**src/hw/rtl/slcb_pkg.sv**
```systemverilog
// shared types and constants for the status led colour blinker
// payload structs, config bundle, queue entry and back-end state codes
package slcb_pkg;

   localparam int unsigned TIMING_W   = 32;
   localparam int unsigned COLOURS_W  = 48;
   localparam int unsigned COLOUR_W   = 24;
   localparam int unsigned TICK_W     = 32;
   localparam int unsigned HALF_W     = 16;
   localparam int unsigned BYTE_W     = 8;
   localparam int unsigned CSR_IDX_W  = 3;
   localparam int unsigned DIV_STEPS  = 32;
   localparam int unsigned DIV_CNT_W  = $clog2(DIV_STEPS);
   localparam int unsigned QUEUE_DEPTH = 2;
   localparam int unsigned QPTR_W     = $clog2(QUEUE_DEPTH);

   localparam logic [7:0] BYTE_MASK = 8'hFF;

   // register indexes on the csr port
   localparam logic [CSR_IDX_W-1:0] CSR_TRIP       = 3'd0;
   localparam logic [CSR_IDX_W-1:0] CSR_REVERSE    = 3'd1;
   localparam logic [CSR_IDX_W-1:0] CSR_DISCONNECT = 3'd2;
   localparam logic [CSR_IDX_W-1:0] CSR_CALIBRATE  = 3'd3;
   localparam logic [CSR_IDX_W-1:0] CSR_PAUSE      = 3'd4;
   localparam logic [CSR_IDX_W-1:0] CSR_RED_GREEN  = 3'd5;
   localparam logic [CSR_IDX_W-1:0] CSR_BLUE_WHITE = 3'd6;

   localparam logic [TIMING_W-1:0]  TIMING_RESET     = 32'h0050_0028;
   localparam logic [COLOURS_W-1:0] RED_GREEN_RESET  = 48'h00FF_00FF_0000;
   localparam logic [COLOURS_W-1:0] BLUE_WHITE_RESET = 48'h0000_FFFF_FFFF;

   // byte slot codes on the result channel
   localparam logic [1:0] SLOT_GREEN = 2'd0;
   localparam logic [1:0] SLOT_RED   = 2'd1;
   localparam logic [1:0] SLOT_BLUE  = 2'd2;

   typedef struct packed {
      logic frame_start;
      logic slot_disabled;
      logic overcurrent_trip;
      logic reverse_polarity;
      logic group_disconnect;
      logic calibrating;
      logic paused;
      logic watchdog_tripped;
      logic restored;
      logic charging_or_discharging;
      logic running;
      logic finished;
   } slcb_req_type;

   typedef struct packed {
      logic [BYTE_W-1:0] data_byte;
      logic [1:0]        colour_slot;
      logic              last_byte;
   } slcb_rsp_type;

   typedef struct packed {
      logic [TIMING_W-1:0]  trip_timing;
      logic [TIMING_W-1:0]  reverse_timing;
      logic [TIMING_W-1:0]  disconnect_timing;
      logic [TIMING_W-1:0]  calibrate_timing;
      logic [TIMING_W-1:0]  pause_timing;
      logic [COLOURS_W-1:0] red_green_colours;
      logic [COLOURS_W-1:0] blue_white_colours;
   } slcb_cfg_type;

   // one classified channel waiting for the back end
   typedef struct packed {
      logic [COLOUR_W-1:0] colour;
      logic                flash;
      logic [TIMING_W-1:0] timing;
      logic [TICK_W-1:0]   tick;
   } slcb_entry_type;

   typedef enum logic [1:0] {
      BK_IDLE,
      BK_DIV,
      BK_EMIT
   } slcb_back_state_type;

endpackage

```
**src/hw/rtl/slcb_front.sv**
```systemverilog
// front end: accepts request words, advances the tick, picks colour and flash timing
// depends on slcb_pkg
module slcb_front import slcb_pkg::*; (
   input  logic           clock,
   input  logic           reset,
   input  logic           req_valid,
   output logic           req_stall,
   input  slcb_req_type   req_data,
   input  slcb_cfg_type   cfg,
   input  logic           q_full,
   output logic           q_push,
   output slcb_entry_type q_entry
);

   logic [TICK_W-1:0]   tick_ff;
   logic [TICK_W-1:0]   tick_in;
   logic [COLOUR_W-1:0] red;
   logic [COLOUR_W-1:0] green;
   logic [COLOUR_W-1:0] blue;
   logic [COLOUR_W-1:0] white;

   assign red   = cfg.red_green_colours[COLOURS_W-1:COLOUR_W];
   assign green = cfg.red_green_colours[COLOUR_W-1:0];
   assign blue  = cfg.blue_white_colours[COLOURS_W-1:COLOUR_W];
   assign white = cfg.blue_white_colours[COLOUR_W-1:0];

   assign req_stall = q_full;
   assign q_push    = req_valid && !q_full;
   assign tick_in   = tick_ff + TICK_W'(req_data.frame_start);

   always_ff @(posedge clock) begin
      if (reset) begin
         tick_ff <= '0;
      end else if (q_push) begin
         tick_ff <= tick_in;
      end
   end

   // fixed priority, highest first
   always_comb begin
      q_entry.tick   = tick_in;
      q_entry.flash  = 1'b0;
      q_entry.timing = '0;
      q_entry.colour = green;
      if (req_data.slot_disabled) begin
         q_entry.colour = red;
      end else if (req_data.overcurrent_trip) begin
         q_entry.colour = red;
         q_entry.flash  = 1'b1;
         q_entry.timing = cfg.trip_timing;
      end else if (req_data.reverse_polarity) begin
         q_entry.colour = red;
         q_entry.flash  = 1'b1;
         q_entry.timing = cfg.reverse_timing;
      end else if (req_data.group_disconnect) begin
         q_entry.colour = red;
         q_entry.flash  = 1'b1;
         q_entry.timing = cfg.disconnect_timing;
      end else if (req_data.calibrating) begin
         q_entry.colour = white;
         q_entry.flash  = 1'b1;
         q_entry.timing = cfg.calibrate_timing;
      end else if (req_data.paused) begin
         q_entry.colour = (req_data.watchdog_tripped || req_data.restored) ? red : blue;
         q_entry.flash  = 1'b1;
         q_entry.timing = cfg.pause_timing;
      end else if (req_data.charging_or_discharging) begin
         q_entry.colour = req_data.running ? blue : green;
      end else if (req_data.finished) begin
         q_entry.colour = white;
      end
   end

endmodule

```
**src/hw/rtl/slcb_queue.sv**
```systemverilog
// two-entry queue between front and back end
// depends on slcb_pkg
module slcb_queue import slcb_pkg::*; (
   input  logic           clock,
   input  logic           reset,
   input  logic           push,
   input  slcb_entry_type push_entry,
   input  logic           pop,
   output slcb_entry_type head,
   output logic           empty,
   output logic           full
);

   localparam int unsigned CNT_W = $clog2(QUEUE_DEPTH + 1);

   slcb_entry_type    entry_ff [QUEUE_DEPTH];
   logic [QPTR_W-1:0] wr_ptr_ff;
   logic [QPTR_W-1:0] rd_ptr_ff;
   logic [CNT_W-1:0]  count_ff;

   assign empty = (count_ff == '0);
   assign full  = (count_ff == CNT_W'(QUEUE_DEPTH));
   assign head  = entry_ff[rd_ptr_ff];

   always_ff @(posedge clock) begin
      if (push) begin
         entry_ff[wr_ptr_ff] <= push_entry;
      end
   end

   always_ff @(posedge clock) begin
      if (reset) begin
         wr_ptr_ff <= '0;
         rd_ptr_ff <= '0;
         count_ff  <= '0;
      end else begin
         if (push) wr_ptr_ff <= wr_ptr_ff + 1'b1;
         if (pop)  rd_ptr_ff <= rd_ptr_ff + 1'b1;
         case ({push, pop})
            2'b10:   count_ff <= count_ff + 1'b1;
            2'b01:   count_ff <= count_ff - 1'b1;
            default: count_ff <= count_ff;
         endcase
      end
   end

endmodule

```
**src/hw/rtl/slcb_modulo.sv**
```systemverilog
// iterative remainder unit: 32-bit tick modulo 16-bit period, one bit a cycle
// depends on slcb_pkg
module slcb_modulo import slcb_pkg::*; (
   input  logic              clock,
   input  logic              reset,
   input  logic              start,
   input  logic [TICK_W-1:0] dividend,
   input  logic [HALF_W-1:0] divisor,
   output logic              done,
   output logic [HALF_W-1:0] remainder
);

   logic                 busy_ff;
   logic                 done_ff;
   logic [DIV_CNT_W-1:0] count_ff;
   logic [TICK_W-1:0]    shift_ff;
   logic [HALF_W-1:0]    rem_ff;
   logic [HALF_W-1:0]    divisor_ff;
   logic [HALF_W:0]      trial;
   logic [HALF_W:0]      diff;
   logic [HALF_W-1:0]    rem_in;

   // partial remainder stays below the divisor, so the difference fits
   assign trial  = {rem_ff, shift_ff[TICK_W-1]};
   assign diff   = trial - {1'b0, divisor_ff};
   assign rem_in = (trial >= {1'b0, divisor_ff}) ? diff[HALF_W-1:0] : trial[HALF_W-1:0];

   assign done      = done_ff;
   assign remainder = rem_ff;

   always_ff @(posedge clock) begin
      if (reset) begin
         busy_ff  <= 1'b0;
         done_ff  <= 1'b0;
         count_ff <= '0;
      end else begin
         done_ff <= 1'b0;
         if (start) begin
            busy_ff  <= 1'b1;
            count_ff <= '0;
         end else if (busy_ff) begin
            count_ff <= count_ff + 1'b1;
            if (count_ff == DIV_CNT_W'(DIV_STEPS - 1)) begin
               busy_ff <= 1'b0;
               done_ff <= 1'b1;
            end
         end
      end
   end

   always_ff @(posedge clock) begin
      if (start) begin
         shift_ff   <= dividend;
         divisor_ff <= divisor;
         rem_ff     <= '0;
      end else if (busy_ff) begin
         shift_ff <= {shift_ff[TICK_W-2:0], 1'b0};
         rem_ff   <= rem_in;
      end
   end

endmodule

```
**src/hw/rtl/slcb_back.sv**
```systemverilog
// back end: resolves flash phase through the remainder unit and sends g, r, b words
// depends on slcb_pkg and slcb_modulo
module slcb_back import slcb_pkg::*; (
   input  logic           clock,
   input  logic           reset,
   input  logic           q_empty,
   input  slcb_entry_type q_head,
   output logic           q_pop,
   output logic           rsp_valid,
   input  logic           rsp_stall,
   output slcb_rsp_type   rsp_data
);

   slcb_back_state_type state_ff, state_in;
   slcb_entry_type      entry_ff, entry_in;
   logic                lit_ff, lit_in;
   logic [1:0]          slot_ff, slot_in;
   logic                div_start;
   logic                div_done;
   logic [HALF_W-1:0]   div_rem;
   logic [HALF_W-1:0]   head_period;
   logic [BYTE_W-1:0]   byte_sel;

   assign head_period = q_head.timing[TIMING_W-1:HALF_W];

   slcb_modulo u_modulo (
      .clock     (clock),
      .reset     (reset),
      .start     (div_start),
      .dividend  (q_head.tick),
      .divisor   (head_period),
      .done      (div_done),
      .remainder (div_rem)
   );

   always_ff @(posedge clock) begin
      if (reset) begin
         state_ff <= BK_IDLE;
      end else begin
         state_ff <= state_in;
      end
   end

   always_ff @(posedge clock) begin
      entry_ff <= entry_in;
      lit_ff   <= lit_in;
      slot_ff  <= slot_in;
   end

   always_comb begin
      state_in  = state_ff;
      entry_in  = entry_ff;
      lit_in    = lit_ff;
      slot_in   = slot_ff;
      q_pop     = 1'b0;
      div_start = 1'b0;
      rsp_valid = 1'b0;
      case (state_ff)
         BK_IDLE: begin
            if (!q_empty) begin
               q_pop    = 1'b1;
               entry_in = q_head;
               slot_in  = SLOT_GREEN;
               if (!q_head.flash) begin
                  lit_in   = 1'b1;
                  state_in = BK_EMIT;
               end else if (head_period == '0) begin
                  // zero period shows dark
                  lit_in   = 1'b0;
                  state_in = BK_EMIT;
               end else begin
                  div_start = 1'b1;
                  state_in  = BK_DIV;
               end
            end
         end
         BK_DIV: begin
            if (div_done) begin
               lit_in   = (div_rem < entry_ff.timing[HALF_W-1:0]);
               state_in = BK_EMIT;
            end
         end
         BK_EMIT: begin
            rsp_valid = 1'b1;
            if (!rsp_stall) begin
               if (slot_ff == SLOT_BLUE) begin
                  state_in = BK_IDLE;
               end else begin
                  slot_in = slot_ff + 1'b1;
               end
            end
         end
         default: begin
            state_in = BK_IDLE;
         end
      endcase
   end

   always_comb begin
      case (slot_ff)
         SLOT_GREEN: byte_sel = entry_ff.colour[23:16];
         SLOT_RED:   byte_sel = entry_ff.colour[15:8];
         SLOT_BLUE:  byte_sel = entry_ff.colour[7:0];
         default:    byte_sel = '0;
      endcase
   end

   assign rsp_data.data_byte   = lit_ff ? (byte_sel & BYTE_MASK) : '0;
   assign rsp_data.colour_slot = slot_ff;
   assign rsp_data.last_byte   = (slot_ff == SLOT_BLUE);

endmodule

```
**src/hw/rtl/status_led_colour_blinker.sv**
```systemverilog
// top level of the status led colour blinker: csr bank, front, queue and back end
// depends on slcb_pkg, slcb_front, slcb_queue, slcb_back
//
// usage
// - req channel: one word per led channel, carrying its status flags and a
//   frame_start flag that bumps the refresh tick before the channel is judged
// - rsp channel: three words per request, g then r then b, last_byte on b;
//   a dark flash phase sends zero bytes with the usual slot codes
// - csr channel: csr_ready is always high, csr_index picks the register,
//   unknown indexes are dropped; write only while the block is idle
// - flow: a request is classified and queued at acceptance; the back end pops
//   it once idle and shows the g word in the cycle after the pop for a solid
//   colour, or after the 32-step remainder unit finishes for a flash
// - the back end works on one request at a time: the bit-serial remainder
//   unit for flashes with a nonzero period, then the three output words
// - the two-entry queue lets requests keep arriving while the back end works;
//   req_stall rises only when that queue is full
// - reset: tick clears to zero, registers take their default timing and
//   colours, queue empties and no rsp word is pending
// - rsp_stall simply holds the current word; everything behind it waits
module status_led_colour_blinker import slcb_pkg::*; (
   input  logic                 clock,
   input  logic                 reset,
   input  logic                 req_valid,
   output logic                 req_stall,
   input  slcb_req_type         req_data,
   output logic                 rsp_valid,
   input  logic                 rsp_stall,
   output slcb_rsp_type         rsp_data,
   input  logic                 csr_valid,
   output logic                 csr_ready,
   input  logic [CSR_IDX_W-1:0] csr_index,
   input  logic [COLOURS_W-1:0] csr_data
);

   slcb_cfg_type   cfg_ff;
   slcb_entry_type push_entry;
   slcb_entry_type q_head;
   logic           q_push;
   logic           q_pop;
   logic           q_empty;
   logic           q_full;

   // register bank, always ready
   assign csr_ready = 1'b1;

   always_ff @(posedge clock) begin
      if (reset) begin
         cfg_ff.trip_timing        <= TIMING_RESET;
         cfg_ff.reverse_timing     <= TIMING_RESET;
         cfg_ff.disconnect_timing  <= TIMING_RESET;
         cfg_ff.calibrate_timing   <= TIMING_RESET;
         cfg_ff.pause_timing       <= TIMING_RESET;
         cfg_ff.red_green_colours  <= RED_GREEN_RESET;
         cfg_ff.blue_white_colours <= BLUE_WHITE_RESET;
      end else if (csr_valid && csr_ready) begin
         case (csr_index)
            CSR_TRIP:       cfg_ff.trip_timing        <= csr_data[TIMING_W-1:0];
            CSR_REVERSE:    cfg_ff.reverse_timing     <= csr_data[TIMING_W-1:0];
            CSR_DISCONNECT: cfg_ff.disconnect_timing  <= csr_data[TIMING_W-1:0];
            CSR_CALIBRATE:  cfg_ff.calibrate_timing   <= csr_data[TIMING_W-1:0];
            CSR_PAUSE:      cfg_ff.pause_timing       <= csr_data[TIMING_W-1:0];
            CSR_RED_GREEN:  cfg_ff.red_green_colours  <= csr_data;
            CSR_BLUE_WHITE: cfg_ff.blue_white_colours <= csr_data;
            default:        cfg_ff <= cfg_ff;
         endcase
      end
   end

   // front: accept, tick, priority pick
   slcb_front u_front (
      .clock     (clock),
      .reset     (reset),
      .req_valid (req_valid),
      .req_stall (req_stall),
      .req_data  (req_data),
      .cfg       (cfg_ff),
      .q_full    (q_full),
      .q_push    (q_push),
      .q_entry   (push_entry)
   );

   // decoupling queue
   slcb_queue u_queue (
      .clock      (clock),
      .reset      (reset),
      .push       (q_push),
      .push_entry (push_entry),
      .pop        (q_pop),
      .head       (q_head),
      .empty      (q_empty),
      .full       (q_full)
   );

   // back: flash phase and byte sequencing
   slcb_back u_back (
      .clock     (clock),
      .reset     (reset),
      .q_empty   (q_empty),
      .q_head    (q_head),
      .q_pop     (q_pop),
      .rsp_valid (rsp_valid),
      .rsp_stall (rsp_stall),
      .rsp_data  (rsp_data)
   );

   // checks
   a_no_overflow: assert property (@(posedge clock) disable iff (reset)
      q_push |-> !q_full)
      else $error("queue written while full");

   a_no_underflow: assert property (@(posedge clock) disable iff (reset)
      q_pop |-> !q_empty)
      else $error("queue read while empty");

   a_bytes_follow: assert property (@(posedge clock) disable iff (reset)
      (rsp_valid && !rsp_stall && !rsp_data.last_byte) |=> rsp_valid)
      else $error("word group broken before its last byte");

   a_slot_order: assert property (@(posedge clock) disable iff (reset)
      (rsp_valid && !rsp_stall && !rsp_data.last_byte)
         |=> (rsp_data.colour_slot == $past(rsp_data.colour_slot) + 2'd1))
      else $error("colour slot out of order");

endmodule

```
**config.mk**
```make
export PLATFORM = sky130hd
export DESIGN_NAME = status_led_colour_blinker
export DESIGN_NICKNAME = d
export VERILOG_FILES = /design/src/hw/rtl/slcb_pkg.sv /design/src/hw/rtl/slcb_front.sv /design/src/hw/rtl/slcb_queue.sv /design/src/hw/rtl/slcb_modulo.sv /design/src/hw/rtl/slcb_back.sv /design/src/hw/rtl/status_led_colour_blinker.sv
export SDC_FILE = /design/constraint.sdc
export NUM_CORES = 1
export LEC_CHECK = 0
export BUFFER_PORTS_ARGS = -buffer_cell sky130_fd_sc_hd__buf_2
export CELL_PAD_IN_SITES_DETAIL_PLACEMENT = 2
export CELL_PAD_IN_SITES_GLOBAL_PLACEMENT = 2
export CORE_MARGIN = 10
export CORE_UTILIZATION = 36
export CTS_CLUSTER_SIZE = 12
export DETAILED_ROUTE_END_ITERATION = 8
export GPL_TIMING_DRIVEN = 1
export PLACE_DENSITY = 0.83
export SYNTH_ARGS = -nofsm -noshare
export SYNTH_HDL_FRONTEND = slang
export SYNTH_SLANG_ARGS = --single-unit
```
**constraint.sdc**
```tcl
create_clock -name clock -period 6 [get_ports clock]
set_input_delay 0.9 -clock clock [delete_from_list [all_inputs] [get_ports clock]]
set_output_delay 0.9 -clock clock [all_outputs]
set_load 0.05 [all_outputs]
```
==> reports/results.txt, run 1 <==
# resized after CTS: 0
worst vdd ir: 0.202 mV
share of post-route cells with drive strength above 1: 10.6%
CTS Buf Count: 68
Seq pwr share: 42.8%
max_cap viols: 0
worst hold path class: register to register
Final Cycle Share: 63.8%
P_int: 8.39 mW
vias in the first global route: 22.3k
Tot GR Track Use: 21.5%
Placer Congestion: 0.811
antenna cells: 0
DP HPWL: 58900 um
Switching Fraction: 33.5%
# setup viols final: 0
Psw: 4.22 mW
worst setup path category: register to register
Post-Syn Instances: 2655
setup bufs post-CTS: 0
most frequent cells in the layout: nand2_1, dfxtp_1, a21oi_1
Initial Util: 36.4%
#FFs+latches synth: 587
most common cell after layout, fill and taps aside: nand2_1
row count: 97
root buffer cell: clkbuf_16
CP Max Fanout: 47
Port Buffers: 80
FFs w/ async S/R, synth: 0%
vias per cell: 5.55
startpoint types: register
Cell variety after synth: 65
die footprint: 82100 um2
Num Clock Sinks: 587
Clock Pin Slew Worst Setup and Hold Paths: 60 ps
Area Growth Syn to Fin: 13.3%
global route total overflow: 0
final antenna-violating net count: 0
Die Ht: 287 um
IO Count: 82
worst-margin pin slew: 1290 ps
RSZ-0062 raised after global routing: false
core box area: 70300 um2
Pre-antenna DRT Iters: 5
Fin Hold WS: 457 ps
CP arrival: 4100 ps
Layout fillers: 7441
antenna violations before repair: 1
max-slew violations: 0
pin count of the biggest net entering global routing: 196
Req. time, crit path: 6280 ps
final clock skew: 36.3 ps
clk_lat worst skew: 630 ps
hold_buf cts: 0
clock share of power: 33.1%
pwr/cell area: 435 nW/um2
wirelength, routed: 89700 um
Clock H-tree levels: 3
fmax: 261 MHz
Final Hold Vio Count: 0
static leakage: 10.4 nW
Iter 0 DRT Violations: 1460
final setup TNS: 0 ps
status: complete, no violations
slew margin rel.: 13.4%
number of vias in the routed layout: 20.2k
clk buf depth: 3
syn nets: 2764
DRC Markers: 0
synthesized area: 25600 um2
ys flop type: dfxtp_1
CTS tree: done
routed len/inst: 24.6 um
global-route wire length before repair: 139000 um
crit end category: register
Gate power share: 24.1%
yosys warns: 0
sequential fraction of the synthesis area: 56.5%
Die W: 287 um
syn_area_per_cell: 9.64 um2
EDFF count, synth: 269
final net count: 2758
final worst path period need: 3830 ps
==> cell usage after synthesis, drive strengths merged, types with 2 or more instances <==
cell	count	area, um2
nand2	684	2570
dfxtp	318	6370
a21oi	276	1380
edfxtp	269	8080
clkbuf	158	593
nor2	127	477
o21ai	117	586
nand3b	102	766
mux2i	68	681
mux2	56	638
inv	43	161
nor3	42	210
ha	40	500
nand3	39	195
xnor2	38	333
xor2	36	315
o22ai	26	163
a221oi	25	219
buf	24	114
nand4	21	131
a21o	18	135
a31oi	16	106
nand2b	13	81.3
and3	9	56.3
a222oi	8	80.1
and2	8	50.1
or4	8	60.1
nor2b	7	43.8
nor4	7	50.1
and4	6	52.6
o211ai	6	45.0
or3	6	37.5
a211oi	4	30.0
a311oi	3	26.3
o21bai	3	22.5
a31o	2	17.5
o221ai	2	17.5
o31a	2	17.5
or2	2	12.5
==> flip-flops by register name, summed over array words and instances, names as in the netlist, named ones only <==
register                    count
u_back.slot_ff                  2
cfg_ff                        256
u_queue.entry_ff              178
u_queue.rd_ptr_ff               1
u_back.lit_ff                   1
u_queue.count_ff                2
u_front.tick_ff                32
u_back.u_modulo.divisor_ff     16
u_queue.wr_ptr_ff               1
u_back.u_modulo.done            1
u_back.u_modulo.busy_ff         1
u_back.entry_ff                40
u_back.state_ff                 2
u_back.u_modulo.remainder      16
u_back.u_modulo.count_ff        5
u_back.u_modulo.shift_ff       32
==> routing by layer <==
layer,up-vias,GRT usage [%],share of wire [%]
met5,-,0,0.019
met4,2,5.91,2.1
met3,130,2.88,3.6
met2,394,37.4,50
met1,10470,27.6,44
li1,9243,-,-
==> area by class of cell <==
type | instances | area, um2 | area share, %
Timing Repair Buffer | 106 | 629 | 2.17
Sequential cell | 587 | 14400 | 49.9
Clock buffer | 100 | 1910 | 6.60
Multi-Input combinational cell | 1842 | 10300 | 35.7
Inverter | 44 | 165 | 0.570
Clock inverter | 26 | 299 | 1.03
Tap cell | 940 | 1180 | 4.06
==> power by group through the flow <==
stage,registers (mW),logic (mW),clock network [mW]
after global routing,5.44,3.34,4.42
after CTS,5.39,3.06,4.26
final,5.39,3.04,4.17
after global placement,5.38,2.74,0
after floorplan,5.30,2.07,0
after detailed placement,5.47,3.02,0
==> worst max-delay path, cell delays in order, from the launching register on <==
cell and delay [ps]:
dfxtp_1 410, nand2b_1 200, and2_1 630, clkinv_1 800, nor2_4 990, buf_12 380
==> worst paths after layout <==
kind                             from                       to  slack (ps)  depth (start not counted)
setup reg to reg  u_queue.count_ff[0]  u_queue.entry_ff[0][84]        2170                          5
hold reg to reg           cfg_ff[125]              cfg_ff[125]         460                          2
setup / recovery  u_queue.count_ff[0]  u_queue.entry_ff[0][84]        2170                          5
hold / removal            cfg_ff[125]              cfg_ff[125]         460                          2
==> logic make-up (layout without fill, tap and decap cells) <==
kind of cell / Yosys count / count (layout) / share of synthesized area, %
and+or+nand+nor: 1084 / 1084 / 18.9
DFF: 587 / 587 / 56.5
AOI/OAI and AO/OA: 518 / 518 / 11.5
buffers and inverters: 226 / 276 / 3.41
muxes: 124 / 124 / 5.16
xor gates and xnor gates: 74 / 74 / 2.53
adders and majority gates: 41 / 41 / 2.03
other: 1 / 1 / 0.0147
==> stage by stage <==
stage	cell area, um2	setup slack, ps	utilization, %	total power [mW]	cells
global route	29000	1850	41.2	13.2	3645
CTS	29000	2140	41.2	12.7	3645
floorplan	25600	92.7	-	7.37	2655
finish	29000	2170	41.2	12.6	3645
global placement	26800	2130	38.1	8.13	3519
detailed placement	26800	1860	38.1	8.49	3519
Note: power is estimated with default switching activity, not from simulation.
==> inputs of run 2 (changes only) <==
clock period = 3.5 ns   (was 6 ns; I/O delays follow)
==> reports/results.txt, run 2 (same netlist as run 1, synthesis figures left out) <==
static leakage: 10.6 nW
root buffer cell: clkbuf_16
clk buf depth: 3
Req. time, crit path: 3970 ps
Largest regs: cfg_ff: 256 flops, u_queue.entry_ff: 178 flops, u_back.entry_ff: 40 flops
Layout Utilization: 41.6%
# resized after CTS: 0
vias per cell: 5.56
final clock skew: 32.3 ps
max FFs per register: 256
Clock Pin Slew Worst Setup and Hold Paths: 60 ps
pwr/cell area: 746 nW/um2
Port Buffers: 80
CP Max Fanout: 9
most common cell after layout, fill and taps aside: nand2_1
most frequent cells in the layout: nand2_1, dfxtp_1, a21oi_1
Final Hold Vio Count: 0
routed len/inst: 24.7 um
Placement Cell Area: 27000 um2
crit-path cells: ha_1 > and3_1 > nand3_1 > o41ai_2 > o211ai_1 > a311oi_1
Area Growth Syn to Fin: 14.3%
worst vdd ir: 0.435 mV
final worst path period need: 2870 ps
Final Cell Area: 29200 um2
DRC Markers: 0
RSZ-0062 raised after global routing: false
status: complete, no violations
vias in the first global route: 22.7k
clk_lat worst skew: 630 ps
DP HPWL: 57100 um
Die W: 287 um
share of post-route cells with drive strength above 1: 11.4%
CP arrival: 3350 ps
Pre-antenna DRT Iters: 7
global routing's busiest layer: met2
Clock H-tree levels: 3
Num Clock Sinks: 587
fmax: 348 MHz
die footprint: 82100 um2
max_cap viols: 0
row count: 97
Critical-path top delay cell: o41ai_2
worst-margin pin slew: 1050 ps
Tot GR Track Use: 21.7%
global route total overflow: 0
Iter 0 DRT Violations: 1482
# setup viols final: 0
largest register by flop count: cfg_ff
worst setup path category: register to register
crit end category: register
final setup TNS: 0 ps
worst hold path class: input port to register
M1 GR Usage: 27.0%
max-slew violations: 0
core box area: 70300 um2
Final Cycle Share: 82.1%
met2 usage: 37.9%
final antenna-violating net count: 0
CTS tree: done
antenna cells: 0
CTS Buf Count: 69
Max stage delay on crit path: 750 ps
grt met3 use: 3.22%
number of vias in the routed layout: 20.4k
Placer Congestion: 0.797
Initial Util: 36.4%
startpoint types: register
wirelength, routed: 90800 um
antenna violations before repair: 4
pin count of the biggest net entering global routing: 116
final net count: 2787
hold_buf cts: 0
setup bufs post-CTS: 0
global-route wire length before repair: 140000 um
IO Count: 82
slew margin rel.: 29.6%
Die Ht: 287 um
==> run 2: layer usage <==
metal	part of all wire, %	wire, um	vias up
met5	0	0	-
met4	3.4	3120	0
met3	4.1	3700	158
met2	50	45400	429
met1	42	38600	10532
li1	-	-	9297
==> run 2: path summary, 6_finish.rpt <==
check                                                     end                    startpoint  cells after the start  slack (ps)
worst min register to register                    cfg_ff[137]                   cfg_ff[137]                      2         460
worst max register to register  u_back.u_modulo.remainder[11]  u_back.u_modulo.remainder[8]                      6         630
worst max-delay path            u_back.u_modulo.remainder[11]  u_back.u_modulo.remainder[8]                      6         630
worst min-delay path                               cfg_ff[87]                  csr_data[39]                      3         150
==> run 2: through the flow <==
stage,instances,hold WS [ps],worst slack [ps],total power [mW]
floorplan,2655,436,356,12.6
global placement,3547,441,698,14.1
detailed placement,3547,450,629,14.6
CTS,3674,134,601,22.0
global route,3674,156,447,22.8
finish,3674,153,625,21.8
==> run 2: cell type report <==
class | count | area [um2]
flip-flops and latches | 587 | 14400
clock buffers | 100 | 1950
repair buffers | 134 | 902
multi-input cells | 1842 | 10300
fillers | 7413 | 41000
clock inverters | 27 | 249
inverters | 44 | 165
well taps | 940 | 1180
==> run 2: where the power goes <==
| part | internal, mW | switching, mW | total (mW) |
|---|---|---|---|
| clock | 4.07 | 3.09 | 7.16 |
| combinational | 1.75 | 3.74 | 5.49 |
| sequential | 8.58 | 0.588 | 9.17 |
| total | 14.4 | 7.42 | 21.8 |
==> run 2: critical path, delay by kind of cell (launching register included) <==
family | cells | cell delay, ps
AOI/OAI and AO/OA | 3 | 1420
adders and majority gates | 1 | 470
DFF | 1 | 370
and+or+nand+nor | 2 | 470
